**src/sv/nbs_pkg.sv**
```systemverilog
// Package for the naive Bayes sparse scorer: widths, input modes, sequencer states
// and saturation helpers. No dependencies.
package nbs_pkg;
    localparam int FEATURES   = 4096;
    localparam int CLASSES    = 8;
    localparam int LOGP_WIDTH = 24;
    localparam int FEAT_W     = 12;
    localparam int CLS_W      = 3;
    localparam int SUM_W      = 48;
    localparam int CNT_W      = 16;
    localparam int LEN_W      = 32;
    localparam int NORM_W     = 10;
    localparam int CCNT_W     = 4;
    localparam int MODE_W     = 2;
    localparam int CFG_IDX_W  = 1;
    localparam int CFG_DATA_W = 10;
    localparam int MEM_AW     = FEAT_W + CLS_W;
    // Dividend of the rounding divide: magnitude times norm plus half the length.
    localparam int DIVD_W     = SUM_W + NORM_W + 1;

    localparam logic [MODE_W-1:0] MODE_FEAT  = 2'd0;
    localparam logic [MODE_W-1:0] MODE_PRIOR = 2'd1;
    localparam logic [MODE_W-1:0] MODE_TERM  = 2'd2;

    localparam logic [CFG_IDX_W-1:0] REG_CLASS_COUNT = 1'b0;
    localparam logic [CFG_IDX_W-1:0] REG_LENGTH_NORM = 1'b1;

    localparam logic signed [SUM_W-1:0] S48_MAX = {1'b0, {(SUM_W-1){1'b1}}};
    localparam logic signed [SUM_W-1:0] S48_MIN = {1'b1, {(SUM_W-1){1'b0}}};

    typedef enum logic [3:0] {
        ST_IDLE,
        ST_READ,
        ST_ACC,
        ST_FIN_READ,
        ST_FIN_MUL,
        ST_FIN_DIV,
        ST_FIN_CMP,
        ST_OUT
    } nbs_state_t;

    // Saturate a 50-bit signed sum down to 48 bits.
    function automatic logic signed [SUM_W-1:0] sat48(input logic signed [SUM_W+1:0] v);
        logic signed [SUM_W-1:0] r;
        if (v > $signed({{2{S48_MAX[SUM_W-1]}}, S48_MAX}))
            r = S48_MAX;
        else if (v < $signed({{2{S48_MIN[SUM_W-1]}}, S48_MIN}))
            r = S48_MIN;
        else
            r = v[SUM_W-1:0];
        return r;
    endfunction
endpackage

```
**src/sv/nbs_divider.sv**
```systemverilog
// Restoring divider, one quotient bit per cycle, for length normalization.
// Depends on nbs_pkg.
module nbs_divider (
    input  logic                               clk,
    input  logic                               rst_n,
    input  logic                               start,
    input  logic [nbs_pkg::DIVD_W-1:0]         dividend,
    input  logic [nbs_pkg::LEN_W-1:0]          divisor,
    output logic                               done,
    output logic [nbs_pkg::DIVD_W-1:0]         quotient
);
    import nbs_pkg::*;

    localparam int STEP_W = $clog2(DIVD_W + 1);

    logic [DIVD_W-1:0] quo_reg, quo_next;
    logic [LEN_W:0]    rem_reg, rem_next;
    logic [LEN_W-1:0]  dsr_reg, dsr_next;
    logic [STEP_W-1:0] step_reg, step_next;
    logic              busy_reg, busy_next;
    logic [LEN_W:0]    trial;

    always_comb
    begin
        quo_next  = quo_reg;
        rem_next  = rem_reg;
        dsr_next  = dsr_reg;
        step_next = step_reg;
        busy_next = busy_reg;
        trial     = {rem_reg[LEN_W-1:0], quo_reg[DIVD_W-1]};
        if (start)
        begin
            quo_next  = dividend;
            rem_next  = '0;
            dsr_next  = divisor;
            step_next = STEP_W'(DIVD_W);
            busy_next = 1'b1;
        end
        else if (busy_reg)
        begin
            quo_next = {quo_reg[DIVD_W-2:0], 1'b0};
            if (trial >= {1'b0, dsr_reg})
            begin
                rem_next    = trial - {1'b0, dsr_reg};
                quo_next[0] = 1'b1;
            end
            else
            begin
                rem_next = trial;
            end
            step_next = step_reg - 1'b1;
            if (step_reg == STEP_W'(1))
            begin
                busy_next = 1'b0;
            end
        end
    end

    always_ff @(posedge clk or negedge rst_n)
    begin
        if (!rst_n)
        begin
            busy_reg <= 1'b0;
            step_reg <= '0;
        end
        else
        begin
            busy_reg <= busy_next;
            step_reg <= step_next;
        end
    end

    always_ff @(posedge clk)
    begin
        quo_reg <= quo_next;
        rem_reg <= rem_next;
        dsr_reg <= dsr_next;
    end

    assign done     = busy_reg && (step_reg == STEP_W'(1));
    assign quotient = quo_next;
endmodule

```
**config.mk**
```make
export PLATFORM = sky130hd
export DESIGN_NAME = nbs_divider
export DESIGN_NICKNAME = d
export VERILOG_FILES = /design/src/sv/nbs_pkg.sv /design/src/sv/nbs_divider.sv
export SDC_FILE = /design/constraint.sdc
export NUM_CORES = 1
export LEC_CHECK = 0
export BUFFER_PORTS_ARGS = -buffer_cell sky130_fd_sc_hd__clkbuf_2
export CAP_MARGIN = 25
export CORE_UTILIZATION = 40
export CTS_BUF_LIST = sky130_fd_sc_hd__clkbuf_16
export DETAILED_ROUTE_END_ITERATION = 16
export GPL_ROUTABILITY_DRIVEN = 0
export PLACE_DENSITY = 0.75
export SETUP_SLACK_MARGIN = 0.1
export SLEW_MARGIN = 10
export SYNTH_ARGS = -nofsm -noshare
export SYNTH_HDL_FRONTEND = slang
export SYNTH_SLANG_ARGS = --single-unit
export TNS_END_PERCENT = 10
```
**constraint.sdc**
```tcl
create_clock -name clk -period 2.8 [get_ports clk]
set_input_delay 0.56 -clock clk [delete_from_list [all_inputs] [get_ports clk]]
set_output_delay 0.56 -clock clk [all_outputs]
set_load 0.01 [all_outputs]
```
Word-level counts from Yosys, hierarchy flattened
Cells that the tools add are included.

word-level totals
  register bits after elaboration = 130
  input bits = 94
  output and inout port bits = 60
  word-level logic and storage cells = 20

cells by class
  $add $sub $neg = 2
  order comparisons = 1
  equality and inequality tests = 1
  muxes and demuxes = 9
  reduce and logical (&&, ||, !) cells = 2

operators with widths
  cell                   count
  $mux W59               2
  $ge A33 B32 Y1         1
  $mux W32               1
  $sub A32 B32 Y32       1
  $mux W6                2
  $eq A6 B1 Y1 const B   1
  $sub A6 B1 Y6 const B  1
  $mux W1                4
  $reduce_bool A2 Y1     1
  $logic_and A1 B1 Y1    1

Depth between registers and ports, before layout
Gate-level depths: netlist (run 1).

  word-level depth = 4
  mapped depth = 13
  depth with buffers taken out = 11

Worst setup path after synthesis (run 1)
OpenSTA, ideal clock, no wires.

  kind = register to register
  from = register quo_reg[58]
  to = register rem_reg[24]
  library setup time = 0.120 ns
  arrival = 2.744 ns
  data required time = 2.680 ns
  setup slack = -0.064 ns
  cell stages (with the launch flop) = 12
  buffers on the path = 0
  period minus slack after synthesis = 2.864 ns
  cells stage by stage = dfxtp_1 -> inv_1 -> ha_1 -> fa_1 -> nand2b_1 -> a21oi_1 -> a221oi_4 -> o31ai_4 -> a211oi_1 -> o21bai_1 -> mux2_2 -> o31a_1

on the way
  cells in the longest elaborated chain, start to end = 2
  elaborated cells on any way between the ends = 3
  those cells by class = 1 x add/sub; 1 x order compare; 1 x mux

RTL lines
  what                                                       RTL line                              text
  from (decl)                                                nbs_divider.sv:16                     logic [DIVD_W-1:0] quo_reg, quo_next;
  from (signal assigned)                                     nbs_divider.sv:75                     quo_reg <= quo_next;
  $sub A32 B32 Y32 / $ge A33 B32 Y1 (equally long branches)  nbs_divider.sv:44, nbs_divider.sv:42
  $mux W32 *                                                 nbs_divider.sv:42                     if (trial >= {1'b0, dsr_reg})
  to (signal assigned)                                       nbs_divider.sv:76                     rem_reg <= rem_next;
  to (decl)                                                  nbs_divider.sv:17                     logic [LEN_W:0] rem_reg, rem_next;

Every way passes the cells marked *; elsewhere a longest branch is shown, timed or not.
A chain may end at the register's enable or synchronous reset.

Final worst setup path (run 1)
  from = register dsr_reg[14]
  to = output quotient[0] (netlist bit)

on the way
  cells in the longest elaborated chain, start to end = 4

RTL lines
  what                    RTL line           text
  from (decl)             nbs_divider.sv:18  logic [LEN_W-1:0] dsr_reg, dsr_next;
  from (signal assigned)  nbs_divider.sv:77  dsr_reg <= dsr_next;
  $ge A33 B32 Y1          nbs_divider.sv:42
  $mux W1                 nbs_divider.sv:42
  $mux W59                nbs_divider.sv:39  else if (busy_reg)
  $mux W59                nbs_divider.sv:31  if (start)
  to (decl)               nbs_divider.sv:10  output logic [nbs_pkg::DIVD_W-1:0] quotient

No other way between the ends.

==> out/metrics.cfg, run 1 <==
[cts]
htreeDepth=4
cts.clk_slew.worst_paths_ns=0.06
cts_tree=done
clock_sinks=130
clock_latency_ns=0.43
cts_buffer_depth=2
cts_buffers=17
root_buffer=clkbuf_16

[yosys]
ys_dominant_reg_cell=dfxtp_1
yosysTopAreaCell=dfxtp_1
yosys.cell_count.top_type=nand2_1
postSynthAreaPerCell_sq_um=8.931
ys_warn_count=0
synthArstFlopShare=0.05385
yosys-top-cells-count=nand2_1 (133), dfxtp_1 (91), o21ai_0 (85)
synth-seq-area-share=0.4089
synthesis.area_sq_um=7234
synth_cell_types=65
synth_top_area_share=0.2518
synth_area_leaders=dfxtp_1 (25%), edfxtp_1 (13%), mux2i_1 (8.3%)
synth_cells=810
synth_seq_cells=130
syn-num-nets=939
synth_edf_count=32

[sta]
fin_ws_ns=-0.3341
final_max_slew_viol_count=0
setup_viol=13
setup_tns_ns=-0.6304
tightestPinTransition_ns=0.5301
skew_ns=0.01223
slew_headroom=0.6462
hold_viol_final=0
final.period_utilization=1.119
fmax_mhz=319.1
min_period_ns=3.134
rsz0062_at_grt=yes

[setup_path]
worst_setup_path_end_kind=output port
cp_data_arrival_time_ns=2.57
critical_path_class=reg2out
crit_required_ns=2.24
reg2reg_setup_slack_ns=-0.04
critPathLaunchType=flop
worstSetupStartpoint=dsr_reg[14]
worstReg2RegStart=dsr_reg[12]
crit_path_max_fanout=6

[global_routing]
grt_pass1_vias=6348
antenna_found_initial=0
grt_pass1_wl_mm=29.86
grt_max_degree=52
globalRouteTotalUtil=0.2041
grt_overflow=0

[route]
postRouteAntennaNets=0
wl_per_cell_um=15.25
vias=6736
drtIter0Drc=470
drt-total-wl_mm=19.18
dr.pass1.iters=5
route.detailed.drc=0
viasPerCell=5.355

[layout]
n_antenna_cell=0
final_core_util=0.5558
largest_reg_flops=59
fin_nets=1149
drive_above_1_share=0.3262
area_growth_pct=34.26

[placed_design]
place_ws_ns=-0.06275
place_hpwl_mm=13.42
io_buffer_count=153

[hold_path]
hold_start=divisor[17]
worstHoldPathType=in2reg

[outcome]
status=finished with violations
violations=setup timing

[floorplanning]
fp.dieW_um=136.5
io_pins=154
core_area_sq_um=17480
dieArea_sq_um=18630
start_util=0.4139
die_h_um=136.5
row_count=48

[power]
cellPowerDensity_nw_per_um2=502.2
vdd_drop_max_mv=0.4629
power_leakage_uw=0.004705

[run]
drv_cap=0

routing by layer:
layer	wire length, um	vias to the layer above	track usage
met4	614	0	0.09259
met5	0	-	0
met1	8387	3152	0.2559
met3	970	46	0.04474
met2	9211	218	0.3336
li1	-	3320	-
layout by cell type (no fill, tap or decap), types with 4 or more instances in the layout:
cell type / instances
a21o_1: 16
a21oi_1: 23
a21oi_2: 7
a311oi_1: 16
a311oi_2: 10
a31oi_1: 7
and3_1: 4
buf_12: 6
buf_4: 78
clkbuf_16: 20
clkbuf_2: 151
dfrtp_1: 6
dfxtp_1: 91
edfxtp_1: 32
ha_1: 18
ha_4: 15
inv_1: 46
mux2i_1: 60
nand2_1: 131
nand2_2: 8
nand2b_1: 10
nand3_1: 11
nand3_2: 4
nand4_1: 11
nor2_1: 40
nor3_1: 6
o211ai_1: 8
o21ai_0: 82
o21bai_1: 4
o31ai_1: 5
or3_1: 6
xnor2_1: 15
xor2_1: 12
worst max-delay path, stage by stage, from the launching register on:
cell	delay [ns]
edfxtp_1	0.33
inv_2	0.04
ha_4	0.30
nand4_1	0.18
nor3_2	0.25
nand4_1	0.14
a21oi_2	0.23
o41ai_4	0.09
a21oi_2	0.17
a21oi_1	0.06
o21ai_1	0.18
buf_2	0.18
cell families (layout without fill, tap and decap cells):
kind of cell,Yosys count,after routing,share of synthesized area
AOI/OAI and AO/OA,214,214,0.2022
xor gates and xnor gates,27,27,0.03269
adders and majority gates,35,35,0.06157
buffers and inverters,94,317,0.05552
DFF,130,130,0.4089
muxes,62,62,0.08613
and+or+nand+nor,248,248,0.1531
per-stage QoR:
stage	cells	hold slack [ns]	total power (uW)	area, sq um
floorplan	810	0.2644	2522	7261
global placement	1214	0.4016	2801	8716
detailed placement	1214	0.4051	2815	8716
CTS	1249	0.2967	4872	9417
global route	1258	0.2909	5083	9713
finish	1258	0.3079	4878	9713
power breakdown:
group	internal, uW	switching, uW
logic	323	392
registers	2050	60.3
clock network	1180	871
timing repair:
action	4_1_cts	5_1_grt
hold buffers	1	0
endpoints found under the hold margin	7	0
pin swaps	18	18
resized for setup	26	27
cloned	0	2
setup buffers	2	7
setup endpoints to repair	7	35
area by class of cell:
cell class              instances  area (sq um)
fillers                      1529          7764
multi-input cells             586          4234
flip-flops and latches        130          2962
repair buffers                239          1526
clock buffers                  18         450.4
well taps                     225         281.5
inverters                      46         172.7
clock inverters                14         86.33
final timing paths:
path,endpoint,cells past startpoint
max in group asynchronous,busy_reg,2
hold / removal,dsr_reg[17],1
setup / recovery,quotient[0],11
hold reg to reg,rem_reg[18],2
setup reg to reg,rem_reg[16],14
min in group asynchronous,step_reg[2],2
Power figures use the tool's default switching activity.
==> run 2: changes to the inputs <==
- CORE_UTILIZATION: 40 -> 45
- PLACE_DENSITY: 0.75 -> 0.79
- clock period: 2.8 -> 3.8 ns (I/O delays scaled with it)
==> run 2 against run 1 <==
The run now ends clean. Flip-flop and latch count unchanged. Non-clock buffer count down 71. Die area shrank 11%. Global-route usage grew 0.66 points. Utilization grew 2.2 points.
==> out/metrics.cfg, run 2 (synthesized netlist as in run 1, its figures left out) <==
[outcome]
status=completed

[sta]
hold_viol_final=0  ; unchanged
setup_viol=0  ; -13
final.period_utilization=0.9269
rsz0062_at_grt=no
final_max_slew_viol_count=0  ; unchanged
fmax_mhz=283.9
setup_tns_ns=0  ; +0.6304 ns
min_period_ns=3.522
tightestPinTransition_ns=0.7377  ; +0.2076 ns
skew_ns=0.01063  ; -0.001597 ns
slew_headroom=0.5082  ; -0.1380

[layout]
final_cell_mix=clkbuf_2 (152), nand2_1 (132), dfxtp_1 (91)
ff_latch_area_sq_um=2962  ; unchanged
nFillCells=1416  ; -7.4%
drive_above_1_share=0.2599  ; -0.06636
n_antenna_cell=0  ; unchanged
largest_reg_flops=59  ; unchanged
multi_input_area_sq_um=4025  ; -4.9%
layout_commonest_cell=clkbuf_2
final_core_util=0.5778  ; +0.02201
fin_nets=1078  ; -6.2%
area_growth_pct=23.21

[floorplanning]
die_h_um=128.8  ; -5.6%
start_util=0.4689  ; +0.05499
fp.dieW_um=128.8  ; -5.6%
io_pins=154  ; unchanged
core_area_sq_um=15430  ; -12%
row_count=45  ; -6.3%
dieArea_sq_um=16590  ; -11%

[route]
wl_per_cell_um=14.70  ; -3.6%
dr.pass1.iters=5  ; unchanged
drtIter0Drc=457  ; -2.8%
vias=6345  ; -5.8%
postRouteAntennaNets=0  ; unchanged
drt-total-wl_mm=17.24  ; -10%
viasPerCell=5.409  ; +1.0%
route.detailed.drc=0  ; unchanged

[global_routing]
grt_max_degree=122  ; +130%
grt_pass1_vias=5934  ; -6.5%
grt_overflow=0  ; unchanged
grt_pass1_wl_mm=27.75  ; -7.1%
antenna_found_initial=0  ; unchanged
globalRouteTotalUtil=0.2107  ; +0.006565

[setup_path]
critical_path_class=reg2out
critPathLaunchType=flop
worst_setup_path_end_kind=output port
crit_required_ns=3.04  ; +0.80 ns
crit_path_max_fanout=6  ; unchanged
cp_data_arrival_time_ns=2.76  ; +0.19 ns
reg2reg_setup_slack_ns=0.65  ; +0.69 ns

[cts]
root_buffer=clkbuf_16
hold_buffers=0  ; -1
clock_latency_ns=0.43  ; about the same
cts_buffer_depth=2  ; unchanged
cts_tree=done
htreeDepth=4  ; unchanged
clock_sinks=130  ; unchanged
cts_buffers=17  ; unchanged
cts.clk_slew.worst_paths_ns=0.06  ; about the same

[power]
power_leakage_uw=0.004323  ; -8.1%
cellPowerDensity_nw_per_um2=405.9  ; -19%
vdd_drop_max_mv=0.3152  ; -32%

[hold_path]
worstHoldPathType=in2async

[placed_design]
io_buffer_count=153  ; unchanged
place_hpwl_mm=12.04  ; -10%

[run]
drv_cap=0  ; unchanged

## run 2: layout make-up
type                    count  share of cell area
clock buffers              18             0.05053
clock inverters            14             0.01502
well taps                 211             0.02962
repair buffers            168              0.1016
multi-input cells         586              0.4516
flip-flops and latches    130              0.3323
inverters                  46             0.01937
## run 2: critical path, stage by stage, from the launching register on
cell and delay, ns:
edfxtp_1 0.43, inv_1 0.08, ha_1 0.23, nor2b_1 0.15, o2111ai_1 0.25, nand3_2 0.18
a311o_1 0.45, nand3_4 0.14, a21oi_4 0.07, a21oi_1 0.14, o21ai_1 0.08, clkbuf_2 0.15
## run 2: per-stage QoR
step / instance area (sq um) / power [uW] / worst slack (ns) / std cells / hold WS [ns]
4_1_cts: 8732 / 3634 / 0.1214 / 1166 / 0.1567
5_1_grt: 8914 / 3778 / 0.1105 / 1173 / 0.1694
2_1_floorplan: 7234 / 1853 / 0.8250 / 810 / 0.4587
3_5_place_dp: 8119 / 2024 / 0.4619 / 1133 / 0.4909
6_report: 8914 / 3618 / 0.2776 / 1173 / 0.1674
3_3_place_gp: 8119 / 2014 / 0.5384 / 1133 / 0.4743
## run 2: final timing paths
kind,from,endpoint,depth (start not counted)
worst max-delay path,dsr_reg[1],quotient[0],11
worst min-delay path,rst_n,step_reg[3],1
worst max register to register,dsr_reg[0],rem_reg[28],11
worst min register to register,rem_reg[4],rem_reg[5],2
max in group asynchronous,rst_n,busy_reg,1
min in group clk,rem_reg[4],rem_reg[5],2
## run 2: power breakdown
part,leakage [uW],internal (uW),switching (uW)
clock,0.000292,907,698
combinational,0.00289,191,264
sequential,0.00114,1510,45.3
## run 2: what timing repair did
action | CTS | global route
endpoints found under the setup margin | 1 | 1
pin swaps | 1 | 9
resized for setup | 5 | 28
setup buffers | 1 | 7
## run 2: routing by layer
layer  GRT usage  routed length [um]  up-vias
met2      0.3479                8259      214
li1            -                   -     3182
met1      0.2622                7613     2913
met3     0.05655                1000       36
met5           0                   0        -
met4     0.08166                 367        0
==> run 3: changes to the inputs <==
- CORE_UTILIZATION: 45 -> 40
- MAX_ROUTING_LAYER: not set -> met4
- PLACE_DENSITY: 0.79 -> 0.73
==> run 3 against run 2 <==
First-iteration DRC count shrank 3.1%. Clock skew fell by 0.0022 ns. Power is 1.4% lower. Flip-flop and latch count is the same. Die area rose by 12%. Sequential share of layout area increased by 0.14 points. Critical path type unchanged. Highest routed layer unchanged.
==> out/metrics.cfg, run 3 (synthesized netlist as in run 1, its figures left out) <==
[setup_path]
critical_path_class=reg2out
reg2regPathDepth=11  ; unchanged
crit_path_max_fanout=6  ; unchanged
crit_required_ns=3.04  ; about the same
path_cells=inv_1, ha_2, a21oi_4, o211ai_1, a221o_1, a311o_1, nand3_2, a21oi_2, a21oi_1, o21ai_1, clkbuf_2
crit_slowest_cell=a221o_1
worst_setup_path_end_kind=output port
critPathLaunchType=flop
crit_family=compound AO/OA/AOI/OAI gates
cp_num_cells=11  ; unchanged
cp_data_arrival_time_ns=2.77  ; about the same
slowest_delay_ns=0.40  ; -0.05 ns
worst-path-buf-inv=2  ; unchanged

[power]
power_leakage_uw=0.004306  ; -0.39%
power.total_uw=3567  ; -1.4%
vdd_drop_max_mv=0.3257  ; +3.4%
cellPowerDensity_nw_per_um2=401.8  ; -1.0%

[floorplanning]
row_count=48  ; +6.7%
io_pins=154  ; unchanged
die_h_um=136.5  ; +6.0%
fp.dieW_um=136.5  ; +6.0%
dieArea_sq_um=18630  ; +12%
core_area_sq_um=17480  ; +13%
start_util=0.4139  ; -0.05499

[layout]
layout_commonest_cell=clkbuf_2
fin_nets=1076  ; -0.19%
fin_cells=1185  ; +1.0%
final_cell_mix=clkbuf_2 (152), nand2_1 (131), dfxtp_1 (91)
largest_reg_flops=59  ; unchanged
area_growth_pct=22.71
drive_above_1_share=0.2531  ; -0.006750
n_antenna_cell=0  ; unchanged

[sta]
final.period_utilization=0.9302  ; +0.003284
tightestPinTransition_ns=0.6192  ; -0.1184 ns
setup_viol=0  ; unchanged
rsz0062_at_grt=no
setup_tns_ns=0  ; unchanged
final_max_slew_viol_count=0  ; unchanged
min_period_ns=3.535  ; +0.01248 ns
slew_headroom=0.5844  ; +0.07615
skew_ns=0.008445  ; -0.002186 ns
hold_viol_final=0  ; unchanged
fmax_mhz=282.9  ; -0.35%

[global_routing]
globalRouteTotalUtil=0.1924  ; -0.01826
grt_pass1_vias=5836  ; -1.7%
grt_max_degree=94  ; -23%
grt_pass1_wl_mm=27.35  ; -1.4%
grt_overflow=0  ; unchanged
antenna_found_initial=0  ; unchanged

[placed_design]
place_hpwl_mm=12.10  ; +0.45%
dp_cells=1145  ; +1.1%
io_buffer_count=153  ; unchanged

[cts]
cts_buffers=17  ; unchanged
htreeDepth=4  ; unchanged
clock_latency_ns=0.42  ; about the same
cts.clk_slew.worst_paths_ns=0.06  ; about the same
cts_buffer_depth=2  ; unchanged
root_buffer=clkbuf_16
clock_sinks=130  ; unchanged
cts_tree=done

[route]
drt-total-wl_mm=17.01  ; -1.4%
wl_per_cell_um=14.35  ; -2.4%
route.detailed.drc=0  ; unchanged
postRouteAntennaNets=0  ; unchanged
vias=6221  ; -2.0%
dr.pass1.iters=5  ; unchanged
viasPerCell=5.250  ; -2.9%
drtIter0Drc=443  ; -3.1%

[outcome]
status=completed

[hold_path]
worstHoldPathType=in2async

[run]
drv_cap=0  ; unchanged

## run 3: cell types whose count changed in the layout (fill, tap and decap cells not counted), sizes merged
| cell | before | now |
|---|---|---|
| buf | 16 | 14 |
| clkinvlp | 0 | 1 |
| inv | 56 | 53 |
| clkinv | 4 | 5 |
| clkbuf | 170 | 171 |
## run 3: cell type report
type / instances / area, sq um
fillers: 1578 / 8600
multi-input cells: 586 / 4000
flip-flops and latches: 130 / 2962
repair buffers: 166 / 890.9
clock buffers: 19 / 475.5
well taps: 225 / 281.5
inverters: 46 / 172.7
clock inverters: 13 / 95.09
## run 3: power breakdown
group          leakage, uW  switching, uW  total, uW  internal [uW]
clock network     0.000282            642       1560            918
registers          0.00114           43.9       1560           1510
logic              0.00289            261        449            189
## run 3: per-layer routing
metal	global-route usage	share of wire
met1	0.2439	0.46
met2	0.2984	0.47
met3	0.04325	0.048
met4	0.07099	0.016
met5	-	0
## run 3: final timing paths
path | slack, ns | from | end
min reg2reg | 0.49 | rem_reg[1] | rem_reg[1]
max reg2reg | 0.58 | quo_reg[58] | rem_reg[24]
max | 0.27 | dsr_reg[12] | quotient[0]
min in group clk | 0.49 | rem_reg[1] | rem_reg[1]
min | 0.17 | rst_n | step_reg[3]
max in group asynchronous | 3.44 | rst_n | busy_reg
## run 3: what timing repair did
| item | in CTS | in global routing |
|---|---|---|
| pin swaps | 2 | 5 |
| resized for setup | 9 | 20 |
| endpoints found under the setup margin | 1 | 1 |
| hold buffers | 0 | 0 |
| buffers inserted | 2 | 6 |
## run 3: through the flow
| stage | setup slack (ns) | util | hold WS (ns) | instance area [sq um] |
|---|---|---|---|---|
| 2_1_floorplan | 0.8250 | - | 0.4587 | 7234 |
| 3_3_place_gp | 0.4921 | 0.4647 | 0.4748 | 8122 |
| 3_5_place_dp | 0.4103 | 0.4647 | 0.4848 | 8122 |
| 4_1_cts | 0.1078 | 0.5000 | 0.1551 | 8738 |
| 5_1_grt | 0.1087 | 0.5079 | 0.1615 | 8877 |
| 6_report | 0.2651 | 0.5079 | 0.1707 | 8877 |
## run 3: worst register-to-register path: cells and delay by family (launching register included)
| kind | cells | cell delay [ns] |
|---|---|---|
| adder cells (fa/ha/maj) | 2 | 0.60 |
| buffers and inverters | 1 | 0.06 |
| AND/OR/NAND/NOR | 1 | 0.17 |
| multiplexers | 1 | 0.37 |
| flip-flops | 1 | 0.36 |
| AO/OA/AOI/OAI | 6 | 1.55 |
